<file path="src/rtl/ept_pkg.sv">
// Shared constants, types and helper functions for the echo pulse timer.
`default_nettype none

package ept_pkg;

	// Sizing of the timer.
	localparam int CHANNELS     = 4;
	localparam int COUNT_BITS   = 16;
	localparam int REG_BITS     = 16;
	localparam int DIST_BITS    = 16;
	localparam int ECHO_BITS    = 4;
	localparam int OUT_CHANNELS = 4;
	localparam int CMP_BITS     = (COUNT_BITS > REG_BITS) ? COUNT_BITS : REG_BITS;
	localparam int CFG_IDX_BITS = 2;

	// Item opcodes.
	localparam logic OP_START = 1'b0;
	localparam logic OP_TICK  = 1'b1;

	// Register indexes of the configuration port.
	localparam logic [CFG_IDX_BITS-1:0] REG_START_COUNT      = 2'd0;
	localparam logic [CFG_IDX_BITS-1:0] REG_RISE_DEADLINE    = 2'd1;
	localparam logic [CFG_IDX_BITS-1:0] REG_FALL_DEADLINE    = 2'd2;
	localparam logic [CFG_IDX_BITS-1:0] REG_TIMEOUT_DISTANCE = 2'd3;

	// Register values after reset.
	localparam logic [REG_BITS-1:0] START_COUNT_RST      = 16'd60000;
	localparam logic [REG_BITS-1:0] RISE_DEADLINE_RST    = 16'd54000;
	localparam logic [REG_BITS-1:0] FALL_DEADLINE_RST    = 16'd20000;
	localparam logic [REG_BITS-1:0] TIMEOUT_DISTANCE_RST = 16'd40000;

	// Control from the top level to every channel.
	typedef struct packed {
		logic clear;
		logic sample;
	} ept_chan_ctrl_t;

	// Status from a channel back to the top level.
	typedef struct packed {
		logic                 done;
		logic                 fin_timeout;
		logic [DIST_BITS-1:0] fin_dist;
	} ept_chan_stat_t;

	// Widen a counter value for comparison against a register.
	function automatic logic [CMP_BITS-1:0] ext_cnt(input logic [COUNT_BITS-1:0] v);
		return CMP_BITS'(v);
	endfunction

	// Widen a register value for comparison against the counter.
	function automatic logic [CMP_BITS-1:0] ext_reg(input logic [REG_BITS-1:0] v);
		return CMP_BITS'(v);
	endfunction

endpackage

`default_nettype wire

</file>
<file path="src/rtl/ept_chan.sv">
// State and next-state logic of one echo channel.
`default_nettype none

module ept_chan (
	input  wire logic                            clk,
	input  wire logic                            arst_n,
	input  wire ept_pkg::ept_chan_ctrl_t         ctrl,
	input  wire logic                            level,
	input  wire logic [ept_pkg::COUNT_BITS-1:0]  cnt,
	input  wire logic [ept_pkg::REG_BITS-1:0]    rise_deadline,
	input  wire logic [ept_pkg::REG_BITS-1:0]    fall_deadline,
	input  wire logic [ept_pkg::REG_BITS-1:0]    timeout_distance,
	output ept_pkg::ept_chan_stat_t              stat
);

	logic                              seen_q, done_q, to_q;
	logic [ept_pkg::COUNT_BITS-1:0]    rise_q;
	logic [ept_pkg::DIST_BITS-1:0]     width_q;

	logic                              seen_n, done_n, to_n;
	logic [ept_pkg::COUNT_BITS-1:0]    rise_n;
	logic [ept_pkg::DIST_BITS-1:0]     width_n;

	logic                              above_rise, above_fall;
	logic [ept_pkg::COUNT_BITS-1:0]    diff;
	logic [ept_pkg::CMP_BITS-1:0]      diff_ext;
	logic                              done_e, to_e;
	logic [ept_pkg::DIST_BITS-1:0]     width_e;

	// Deadline compares and the pulse width.
	assign above_rise = ept_pkg::ext_cnt(cnt) > ept_pkg::ext_reg(rise_deadline);
	assign above_fall = ept_pkg::ext_cnt(cnt) > ept_pkg::ext_reg(fall_deadline);
	assign diff       = rise_q - cnt;
	assign diff_ext   = ept_pkg::CMP_BITS'(diff);

	// Sample the echo level against the current count.
	always_comb begin
		seen_n  = seen_q;
		done_n  = done_q;
		to_n    = to_q;
		rise_n  = rise_q;
		width_n = width_q;
		if (!done_q) begin
			if (above_rise) begin
				if (level && !seen_q) begin
					seen_n = 1'b1;
					rise_n = cnt;
				end
			end else if (!seen_q) begin
				done_n  = 1'b1;
				seen_n  = 1'b0;
				to_n    = 1'b1;
				width_n = timeout_distance;
			end
			if (above_fall) begin
				if (!level && seen_n) begin
					seen_n  = 1'b0;
					width_n = diff_ext[ept_pkg::DIST_BITS-1:0];
					done_n  = 1'b1;
				end
			end else begin
				done_n  = 1'b1;
				seen_n  = 1'b0;
				to_n    = 1'b1;
				width_n = timeout_distance;
			end
		end
	end

	// Flags of the channel.
	always_ff @(posedge clk or negedge arst_n) begin
		if (!arst_n) begin
			seen_q <= 1'b0;
			done_q <= 1'b0;
			to_q   <= 1'b0;
		end else if (ctrl.clear) begin
			seen_q <= 1'b0;
			done_q <= 1'b0;
			to_q   <= 1'b0;
		end else if (ctrl.sample) begin
			seen_q <= seen_n;
			done_q <= done_n;
			to_q   <= to_n;
		end
	end

	// Rise time and width; only read once the matching flag is set.
	always_ff @(posedge clk) begin
		if (ctrl.clear) begin
			rise_q  <= '0;
			width_q <= '0;
		end else if (ctrl.sample) begin
			rise_q  <= rise_n;
			width_q <= width_n;
		end
	end

	// Values the channel reports if the measurement ends with this item.
	assign done_e  = ctrl.sample ? done_n  : done_q;
	assign to_e    = ctrl.sample ? to_n    : to_q;
	assign width_e = ctrl.sample ? width_n : width_q;

	assign stat.done        = done_e;
	assign stat.fin_timeout = done_e ? to_e : 1'b1;
	assign stat.fin_dist    = done_e ? width_e : timeout_distance;

endmodule

`default_nettype wire

</file>
<file path="src/rtl/multi_channel_echo_pulse_timer_core.sv">
// The input register and the result register are the two stages; a finishing tick passes both.
// Throughput: one item per cycle while the result register is not stalled.
// A stalled result holds the input register, and the block then stalls its input.
// Reset clears the control state, leaves the timer idle and loads the register defaults.
// The per-channel widths and rise times are cleared by each start item, not by reset.
`default_nettype none

module multi_channel_echo_pulse_timer_core (
	input  wire logic                               clk,
	input  wire logic                               arst_n,
	input  wire logic                               cfg_we,
	input  wire logic [ept_pkg::CFG_IDX_BITS-1:0]   cfg_index,
	input  wire logic [ept_pkg::REG_BITS-1:0]       cfg_data,
	input  wire logic                               in_valid,
	output logic                                    in_stall,
	input  wire logic                               opcode,
	input  wire logic [ept_pkg::ECHO_BITS-1:0]      echo,
	output logic                                    out_valid,
	input  wire logic                               out_stall,
	output logic [ept_pkg::DIST_BITS-1:0]           distance_0,
	output logic [ept_pkg::DIST_BITS-1:0]           distance_1,
	output logic [ept_pkg::DIST_BITS-1:0]           distance_2,
	output logic [ept_pkg::DIST_BITS-1:0]           distance_3,
	output logic [ept_pkg::OUT_CHANNELS-1:0]        timeout_mask
);

	logic [ept_pkg::REG_BITS-1:0]      start_count_q, rise_deadline_q;
	logic [ept_pkg::REG_BITS-1:0]      fall_deadline_q, timeout_distance_q;

	logic                              valid_s1, opcode_s1;
	logic [ept_pkg::ECHO_BITS-1:0]     echo_s1;

	logic [ept_pkg::COUNT_BITS-1:0]    countdown_q, count_dec, count_load;
	logic [ept_pkg::CMP_BITS-1:0]      load_ext;
	logic                              measuring_q;

	logic                              advance, is_start, tick_act, cnt_zero, all_done;
	logic                              finish, emit;
	ept_pkg::ept_chan_ctrl_t           chan_ctrl;
	ept_pkg::ept_chan_stat_t           chan_stat [ept_pkg::CHANNELS];
	logic [ept_pkg::CHANNELS-1:0]      done_vec;

	logic                              out_valid_q;
	logic [ept_pkg::DIST_BITS-1:0]     dist_q [ept_pkg::OUT_CHANNELS];
	logic [ept_pkg::OUT_CHANNELS-1:0]  mask_q;
	logic [ept_pkg::DIST_BITS-1:0]     dist_d [ept_pkg::OUT_CHANNELS];
	logic [ept_pkg::OUT_CHANNELS-1:0]  mask_d;

	// Configuration registers.
	always_ff @(posedge clk or negedge arst_n) begin
		if (!arst_n) begin
			start_count_q      <= ept_pkg::START_COUNT_RST;
			rise_deadline_q    <= ept_pkg::RISE_DEADLINE_RST;
			fall_deadline_q    <= ept_pkg::FALL_DEADLINE_RST;
			timeout_distance_q <= ept_pkg::TIMEOUT_DISTANCE_RST;
		end else if (cfg_we) begin
			case (cfg_index)
				ept_pkg::REG_START_COUNT:      start_count_q      <= cfg_data;
				ept_pkg::REG_RISE_DEADLINE:    rise_deadline_q    <= cfg_data;
				ept_pkg::REG_FALL_DEADLINE:    fall_deadline_q    <= cfg_data;
				ept_pkg::REG_TIMEOUT_DISTANCE: timeout_distance_q <= cfg_data;
				default: ;
			endcase
		end
	end

	// The stage advances when the result register is free or being emptied.
	assign advance  = valid_s1 && (!out_valid_q || !out_stall);
	assign in_stall = valid_s1 && !advance;

	// Input register.
	always_ff @(posedge clk or negedge arst_n) begin
		if (!arst_n) begin
			valid_s1 <= 1'b0;
		end else if (!in_stall) begin
			valid_s1 <= in_valid;
		end
	end

	always_ff @(posedge clk) begin
		if (in_valid && !in_stall) begin
			opcode_s1 <= opcode;
			echo_s1   <= echo;
		end
	end

	// Decode of the registered item.
	assign is_start  = valid_s1 && (opcode_s1 == ept_pkg::OP_START);
	assign tick_act  = valid_s1 && (opcode_s1 == ept_pkg::OP_TICK) && measuring_q;
	assign cnt_zero  = (countdown_q == '0);
	assign count_dec = countdown_q - 1'b1;
	assign load_ext  = ept_pkg::ext_reg(start_count_q);
	assign count_load = load_ext[ept_pkg::COUNT_BITS-1:0];

	assign chan_ctrl.clear  = advance && is_start;
	assign chan_ctrl.sample = advance && tick_act && !cnt_zero;

	// Channel units.
	for (genvar c = 0; c < ept_pkg::CHANNELS; c++) begin : g_chan
		logic lvl;
		if (c < ept_pkg::ECHO_BITS) begin : g_lvl
			assign lvl = echo_s1[c];
		end else begin : g_low
			assign lvl = 1'b0;
		end
		ept_chan u_chan (
			.clk              (clk),
			.arst_n           (arst_n),
			.ctrl             (chan_ctrl),
			.level            (lvl),
			.cnt              (countdown_q),
			.rise_deadline    (rise_deadline_q),
			.fall_deadline    (fall_deadline_q),
			.timeout_distance (timeout_distance_q),
			.stat             (chan_stat[c])
		);
		assign done_vec[c] = chan_stat[c].done;
	end

	// The measurement ends when all channels are done or the counter runs out.
	assign all_done = &done_vec;
	assign finish   = cnt_zero || all_done || (count_dec == '0);
	assign emit     = advance && tick_act && finish;

	// Counter and measurement flag.
	always_ff @(posedge clk or negedge arst_n) begin
		if (!arst_n) begin
			countdown_q <= '0;
			measuring_q <= 1'b0;
		end else if (advance) begin
			if (is_start) begin
				countdown_q <= count_load;
				measuring_q <= 1'b1;
			end else begin
				if (chan_ctrl.sample) begin
					countdown_q <= count_dec;
				end
				if (emit) begin
					measuring_q <= 1'b0;
				end
			end
		end
	end

	// Result fields; channels that are not built report zero.
	for (genvar o = 0; o < ept_pkg::OUT_CHANNELS; o++) begin : g_out
		if (o < ept_pkg::CHANNELS) begin : g_live
			assign dist_d[o] = chan_stat[o].fin_dist;
			assign mask_d[o] = chan_stat[o].fin_timeout;
		end else begin : g_none
			assign dist_d[o] = '0;
			assign mask_d[o] = 1'b0;
		end
	end

	// Result register.
	always_ff @(posedge clk or negedge arst_n) begin
		if (!arst_n) begin
			out_valid_q <= 1'b0;
		end else begin
			if (out_valid_q && !out_stall) begin
				out_valid_q <= 1'b0;
			end
			if (emit) begin
				out_valid_q <= 1'b1;
			end
		end
	end

	always_ff @(posedge clk) begin
		if (emit) begin
			dist_q <= dist_d;
			mask_q <= mask_d;
		end
	end

	assign out_valid    = out_valid_q;
	assign distance_0   = dist_q[0];
	assign distance_1   = dist_q[1];
	assign distance_2   = dist_q[2];
	assign distance_3   = dist_q[3];
	assign timeout_mask = mask_q;

	// A result always closes the measurement.
	a_emit_ends: assert property (@(posedge clk) disable iff (!arst_n)
		emit |=> !measuring_q)
		else $error("measurement still open after a result");

	// An idle timer never produces a result.
	a_idle_quiet: assert property (@(posedge clk) disable iff (!arst_n)
		!measuring_q |-> !emit)
		else $error("result produced while idle");

	// A start item loads the counter and opens a measurement.
	a_start_load: assert property (@(posedge clk) disable iff (!arst_n)
		(advance && is_start) |=> (measuring_q && countdown_q == $past(count_load)))
		else $error("start item did not load the counter");

	// A sampled tick steps the counter down by one.
	a_count_step: assert property (@(posedge clk) disable iff (!arst_n)
		(chan_ctrl.sample) |=> (countdown_q == $past(count_dec)))
		else $error("counter did not step down by one");

endmodule

`default_nettype wire

</file>
<file path="config.mk">
export PLATFORM = sky130hd
export DESIGN_NAME = multi_channel_echo_pulse_timer_core
export DESIGN_NICKNAME = d
export VERILOG_FILES = /design/src/rtl/ept_pkg.sv /design/src/rtl/ept_chan.sv /design/src/rtl/multi_channel_echo_pulse_timer_core.sv
export SDC_FILE = /design/constraint.sdc
export NUM_CORES = 1
export LEC_CHECK = 0
export ABC_AREA = 1
export BUFFER_PORTS_ARGS = -buffer_cell sky130_fd_sc_hd__buf_2
export CORE_MARGIN = 3
export CORE_UTILIZATION = 38
export CTS_BUF_LIST = sky130_fd_sc_hd__clkbuf_8
export DETAILED_ROUTE_END_ITERATION = 16
export HOLD_SLACK_MARGIN = 0.05
export PLACE_DENSITY = 0.54
export SLEW_MARGIN = 40
export SYNTH_ARGS = -nofsm -noshare
export SYNTH_HDL_FRONTEND = slang
export SYNTH_SLANG_ARGS = --single-unit
</file>
<file path="constraint.sdc">
create_clock -name clk -period 5.2 [get_ports clk]
set_clock_uncertainty 0.15 [all_clocks]
set_input_delay 0.78 -clock clk [delete_from_list [all_inputs] [get_ports clk]]
set_output_delay 0.78 -clock clk [all_outputs]
set_load 0.02 [all_outputs]
</file>
Word-level counts from Yosys, hierarchy flattened
Index checks and enable logic that the tools add are counted.

Register bits after elaboration: 296. Latch bits: 0. Bits in writable memories: 0. ROM bits: 0. Bits of input ports: 28. Output and inout port bits: 70. Word-level logic and storage cells: 236. Memories kept: 0.

Add/sub/neg operators: 5. Multiply operators: 0. Divide/modulo/power cells: 0. Magnitude comparators: 2. Equality and inequality tests: 7. Shift operators: 0. Muxes and demuxes: 122. Bitwise operators: 5. Reduce and logical (&&, ||, !) cells: 57.

Operator list (count): 16-bit two-way mux (30); 1-bit two-way mux (92); 16-bit subtractor (4); 16-bit > comparator (2); 16-bit logical NOT (2); 2-bit AND reduction (10); 4-bit AND reduction (5); 1-bit logical AND (19); 16-bit by 1-bit subtractor with 16-bit output (second input constant) (1); 1-bit logical NOT (13); 2-bit != test (second input constant) (4); 2-bit nonzero test (4); 1-bit NOT (5); 2-bit == test (second input constant) (2); 1-bit logical OR (3); 2-bit by 1-bit == test with 1-bit output (second input constant) (1); 2-bit logical NOT (1).

Logic depth before layout (Yosys ltp)
Depth in word-level cells: 16. Depth in mapped cells: 20. Mapped depth without buffers: 19.

Hierarchy
Synthesis repeated with hierarchy kept, for this count alone.

Cells, all modules: 3275. Area, all modules: 22108.7 µm².

By module, submodules not included: ept_chan at g_chan[1].u_chan ... (instances 2, cells an instance 691, area each 4030.1 µm², seq. area each 715.7 µm²); multi_channel_echo_pulse_timer_core (instances 1, cells an instance 516, area each 6014.5 µm², seq. area each 4300.4 µm²); ept_chan at g_chan[0].u_chan (instances 1, cells an instance 691, area each 4021.4 µm², seq. area each 715.7 µm²); ept_chan at g_chan[3].u_chan (instances 1, cells an instance 686, area each 4012.6 µm², seq. area each 715.7 µm²).

Worst setup path after synthesis
No wires, ideal clock.

Kind: reg2reg. Start point: register countdown_q[0] (netlist bit). End point: register dist_q, in the netlist distance_0[0], enable pin. Library setup time: 0.422 ns. Arrival time: 3.517 ns. Data required time: 4.628 ns. Setup slack: 1.111 ns. Stages on the path, launching flop included: 17. Period minus slack after synthesis: 4.089 ns. Cells stage by stage: dfrtp_1 clkbuf_1 inv_1 ha_1 inv_1 nor2_4 nand2_4 nor2_4 nand2_4 nor2_8 nor2_8 nand2_1 nand2_2 nand2_1 o21ai_1 nand2_1 inv_1.

Longest elaborated chain between the ends: 12. Elaborated cells on any way between the ends: 43.

RTL lines: start, declared (line multi_channel_echo_pulse_timer_core.sv:33) `logic [ept_pkg::COUNT_BITS-1:0] countdown_q, count_dec, count_load;`; start signal, assigned (line multi_channel_echo_pulse_timer_core.sv:132) `countdown_q <= count_load;`; start signal, assigned (line multi_channel_echo_pulse_timer_core.sv:136) `countdown_q <= count_dec;`; 16-bit > comparator (line ept_chan.sv:31) `assign above_rise = ept_pkg::ext_cnt(cnt) > ept_pkg::ext_reg(rise_deadline);`; 1-bit two-way mux (line ept_chan.sv:44) `if (above_rise) begin`; 1-bit two-way mux (line ept_chan.sv:43) `if (!done_q) begin`; 1-bit logical AND (line ept_chan.sv:56) `if (!level && seen_n) begin`; 1-bit two-way mux (line ept_chan.sv:56); 1-bit two-way mux (line ept_chan.sv:55) `if (above_fall) begin`; 1-bit two-way mux (line ept_chan.sv:43); 1-bit two-way mux (on tied branches); 4-bit AND reduction (line multi_channel_echo_pulse_timer_core.sv:121) `assign all_done = &done_vec;`; 1-bit logical OR (line multi_channel_echo_pulse_timer_core.sv:122) `assign finish = cnt_zero || all_done || (count_dec == '0);`; 1-bit logical OR (*) (line multi_channel_echo_pulse_timer_core.sv:122); 1-bit logical AND (*) (line multi_channel_echo_pulse_timer_core.sv:123) `assign emit = advance && tick_act && finish;`; net emit (line multi_channel_echo_pulse_timer_core.sv:38) `logic finish, emit;`; end signal, assigned (line multi_channel_echo_pulse_timer_core.sv:172) `dist_q <= dist_d;`; end, declared (line multi_channel_echo_pulse_timer_core.sv:44) `logic [ept_pkg::DIST_BITS-1:0] dist_q [ept_pkg::OUT_CHANNELS];`.

The timed path passes the listed nets; every way through them passes the cells marked *. The select of a mux whose other input is x is not followed. A chain may end at the register's enable or synchronous reset.

Worst setup path after layout
Start point: register countdown_q[15] (netlist bit). End point: register dist_q, in the netlist distance_0[6], enable pin.

The elaborated chain is that of the path after synthesis.

==> results.json <==
{
  "status": "completed",
  "r2r_cells": 18,
  "antenna_found_initial": 1,
  "async_flop_share": 0.321,
  "cts_buffers": 53,
  "grt_max_degree": 77,
  "finalSetupViolCount": 0,
  "final_cells": 3111,
  "yosysSeqAreaShare": 0.405,
  "cts_tree": "done",
  "max-vdd-ir-drop_mv": 0.290,
  "hpwl_um": 47000,
  "tns_ns": 0,
  "synth_fp_nets": 2521,
  "core_um2": 45700,
  "endpoint": "distance_0[6]",
  "maxSlewHeadroom": 0.416,
  "insertion_delay_ns": 0.63,
  "fin_crit_sh": 0.791,
  "grt.overflow.total": 0,
  "first_global_vias": 15800,
  "crit_required_ns": 5.30,
  "via_per_inst": 5.27,
  "vias": 16400,
  "crit_type": "flip-flop to flip-flop",
  "cp-end-kind": "flip-flop",
  "r2r_end": "distance_0[6]",
  "track_usage": 0.255,
  "dieWidth_um": 222,
  "fill_cells": 4821,
  "io_buffers": 97,
  "fin_nets": 2595,
  "pwr_density_cell_nw_per_um2": 601,
  "ant_nets": 0,
  "clock_path_buffers": 3,
  "critical_path.max_stage_delay_ns": 0.63,
  "layout_min_cycle_time_ns": 4.11,
  "ctsResizeCount": 0,
  "dieArea_um2": 49200,
  "synth_cells": 2395,
  "io_pins": 98,
  "rows": 78,
  "syn2layout_area_growth_pct": 11.2,
  "clock_sinks": 296,
  "dr.first_iter.drc_count": 1431,
  "drive_gt1_frac": 0.114,
  "dp.cells": 3013,
  "cp_slowest_cell": "dfrtp_1",
  "htreeDepth": 2,
  "synth_area_um2": 17700,
  "largestRegisters": "g_chan.u_chan.rise_q x64, g_chan.u_chan.width_q x64",
  "maxCapViolCount": 0,
  "fmax_ghz": 0.243,
  "initial_core_util": 0.388,
  "whs_ns": 0.186,
  "hold_viol_final": 0,
  "hold_path.class": "input pin to flip-flop",
  "synthFlopType": "dfxtp_1",
  "r2r_start": "countdown_q[15]",
  "drc": 0,
  "tightest_slew_ns": 0.875,
  "crit_fanout": 68,
  "grt_pass1_wl_um": 96400,
  "slew_viol_final": 0,
  "dr.pass1.iters": 6,
  "synth_edf_count": 73,
  "synth_area_per_cell_um2": 7.39,
  "crit_top_cell": "nand2_1",
  "clk_pin_slew_ns": 0.06,
  "cts_root_buf": "clkbuf_8",
  "crit_chain": "ha_1 > nand2_1 > inv_1 > nand2_1 > nand2_1 > a21oi_1 > nand3_1 > nand2_1 > nand2_1 > buf_4 > nand3_1 > nand2_1 > nand2_2 > nand2_1 > o21ai_1 > nand2_1 > inv_2 > buf_12",
  "gp_congestion": 0.936,
  "startpoint": "countdown_q[15]",
  "die_h_um": 222,
  "yosysWarnings": 0,
  "ys_ff_latch": 296,
  "cp_data_arrival_time_ns": 4.21,
  "r2r_slack_ns": 1.09,
  "p_leak_nw": 9.28,
  "wl_per_cell_um": 20.5,
  "startpoint_type": "flip-flop",
  "synth_cell_types": 53,
  "finalWirelength_um": 63800,
  "rsz0062_at_grt": "false"
}
-- how the worst min path moves through the flow --
| stage | from | end | slack [ns] | cells after the start |
|---|---|---|---|---|
| after floorplan | g_chan[0].u_chan.rise_q[2] | g_chan[0].u_chan.rise_q[2] | 0.28 | 2 |
| after global placement | g_chan[3].u_chan.rise_q[2] | g_chan[3].u_chan.rise_q[2] | 0.29 | 2 |
| after detailed placement | g_chan[3].u_chan.rise_q[2] | g_chan[3].u_chan.rise_q[2] | 0.29 | 2 |
| after CTS | opcode | opcode_s1 | 0.15 | 1 |
| after global routing | echo[1] | echo_s1[1] | 0.16 | 1 |
| final | opcode | opcode_s1 | 0.19 | 1 |
-- critical path, delay by kind of cell, from the launching register on --
family / cells / cell delay [ns]
simple gates: 11 / 1.46
buf+inv: 4 / 0.62
compound gates: 2 / 0.40
fa+ha+maj: 1 / 0.33
flops: 1 / 0.63
-- kinds of logic (layout without fill, tap and decap cells) --
family	Yosys count	in the layout	synth area share
adder cells (fa/ha/maj)	98	98	0.0709
other	0	1	0
buffers and inverters	411	526	0.0976
flip-flops	296	296	0.405
AND/OR/NAND/NOR	1000	1000	0.242
XOR/XNOR	19	19	0.00940
AO/OA/AOI/OAI	571	571	0.176
-- cells in the final DEF, fill, tap and decap left out, types with 6 or more instances in the layout --
cell and n:
nand2_1 551, dfstp_2 25, edfxtp_1 73, o21ai_1 31, xor2_1 18, o21bai_1 8
clkinv_2 10, a31oi_1 6, inv_1 313, dfxtp_1 128, a21oi_1 165, a21o_1 8
inv_2 6, o21ai_0 286, buf_4 23, or2_1 10, dfrtp_1 70, o22ai_1 8
a211oi_1 7, o211ai_1 26, nor2_1 237, or2_2 19, o2111ai_1 9, nand4_1 16
clkbuf_8 63, ha_1 94, buf_2 96, nand3b_1 7, nor3_1 9, nand3_1 119
-- report_power, final --
part / internal (W) / total, W / switching (W)
Sequential: 0.00304 / 0.00357 / 0.000524
Clock: 0.00119 / 0.00221 / 0.00102
Combinational: 0.00185 / 0.00605 / 0.00420
-- per-layer routing --
metal	part of all wire	vias to the layer above	track usage
met1	0.44	7719	0.350
met2	0.45	523	0.405
met5	0	-	0
met4	0.036	0	0.0939
met3	0.067	113	0.0438
li1	-	8040	-
-- synthesized netlist by cell type (all sizes together), types with 7 or more instances --
library cell | instances | share of area
ha | 94 | 0.066
a21oi | 166 | 0.047
dfxtp | 128 | 0.14
nand3b | 7 | 0.0030
nand2 | 561 | 0.12
inv | 305 | 0.065
dfstp | 25 | 0.037
edfxtp | 73 | 0.12
a21o | 8 | 0.0034
buf | 64 | 0.023
o211ai | 26 | 0.011
nand4 | 20 | 0.010
a211oi | 7 | 0.0030
dfrtp | 70 | 0.099
nor3 | 9 | 0.0025
o21ai | 317 | 0.090
o22ai | 8 | 0.0028
clkbuf | 40 | 0.0085
xor2 | 18 | 0.0089
nor2 | 247 | 0.056
o21bai | 8 | 0.0034
or2 | 29 | 0.010
o2111ai | 9 | 0.0045
nand3 | 123 | 0.035
-- timing repair --
| action | 4_1_cts | 5_1_grt |
|---|---|---|
| endpoints found under the hold margin | 46 | 0 |
| endpoints found under the setup margin | 0 | 0 |
| setup buffers | 0 | 0 |
| hold buffers | 1 | 0 |
-- stage by stage --
stage                util  instance area (µm²)  setup slack [ns]  total power, W
floorplan               -                17700              1.11         0.00766
global placement    0.407                18600              1.11         0.00952
detailed placement  0.408                18600              1.08         0.00955
CTS                 0.431                19700              1.07          0.0118
global route        0.431                19700             0.743          0.0128
finish              0.431                19700              1.09          0.0118
-- final cells by class --
class	instances	area (µm²)	area share
Antenna cell	1	2.50	0.000127
Multi-Input combinational cell	1688	8850	0.449
Clock inverter	33	189	0.00959
Clock buffer	63	867	0.0440
Inverter	307	1160	0.0591
Sequential cell	296	7160	0.364
Timing Repair Buffer	123	706	0.0358
Tap cell	600	751	0.0381
Note: power is estimated with default switching activity, not from simulation.
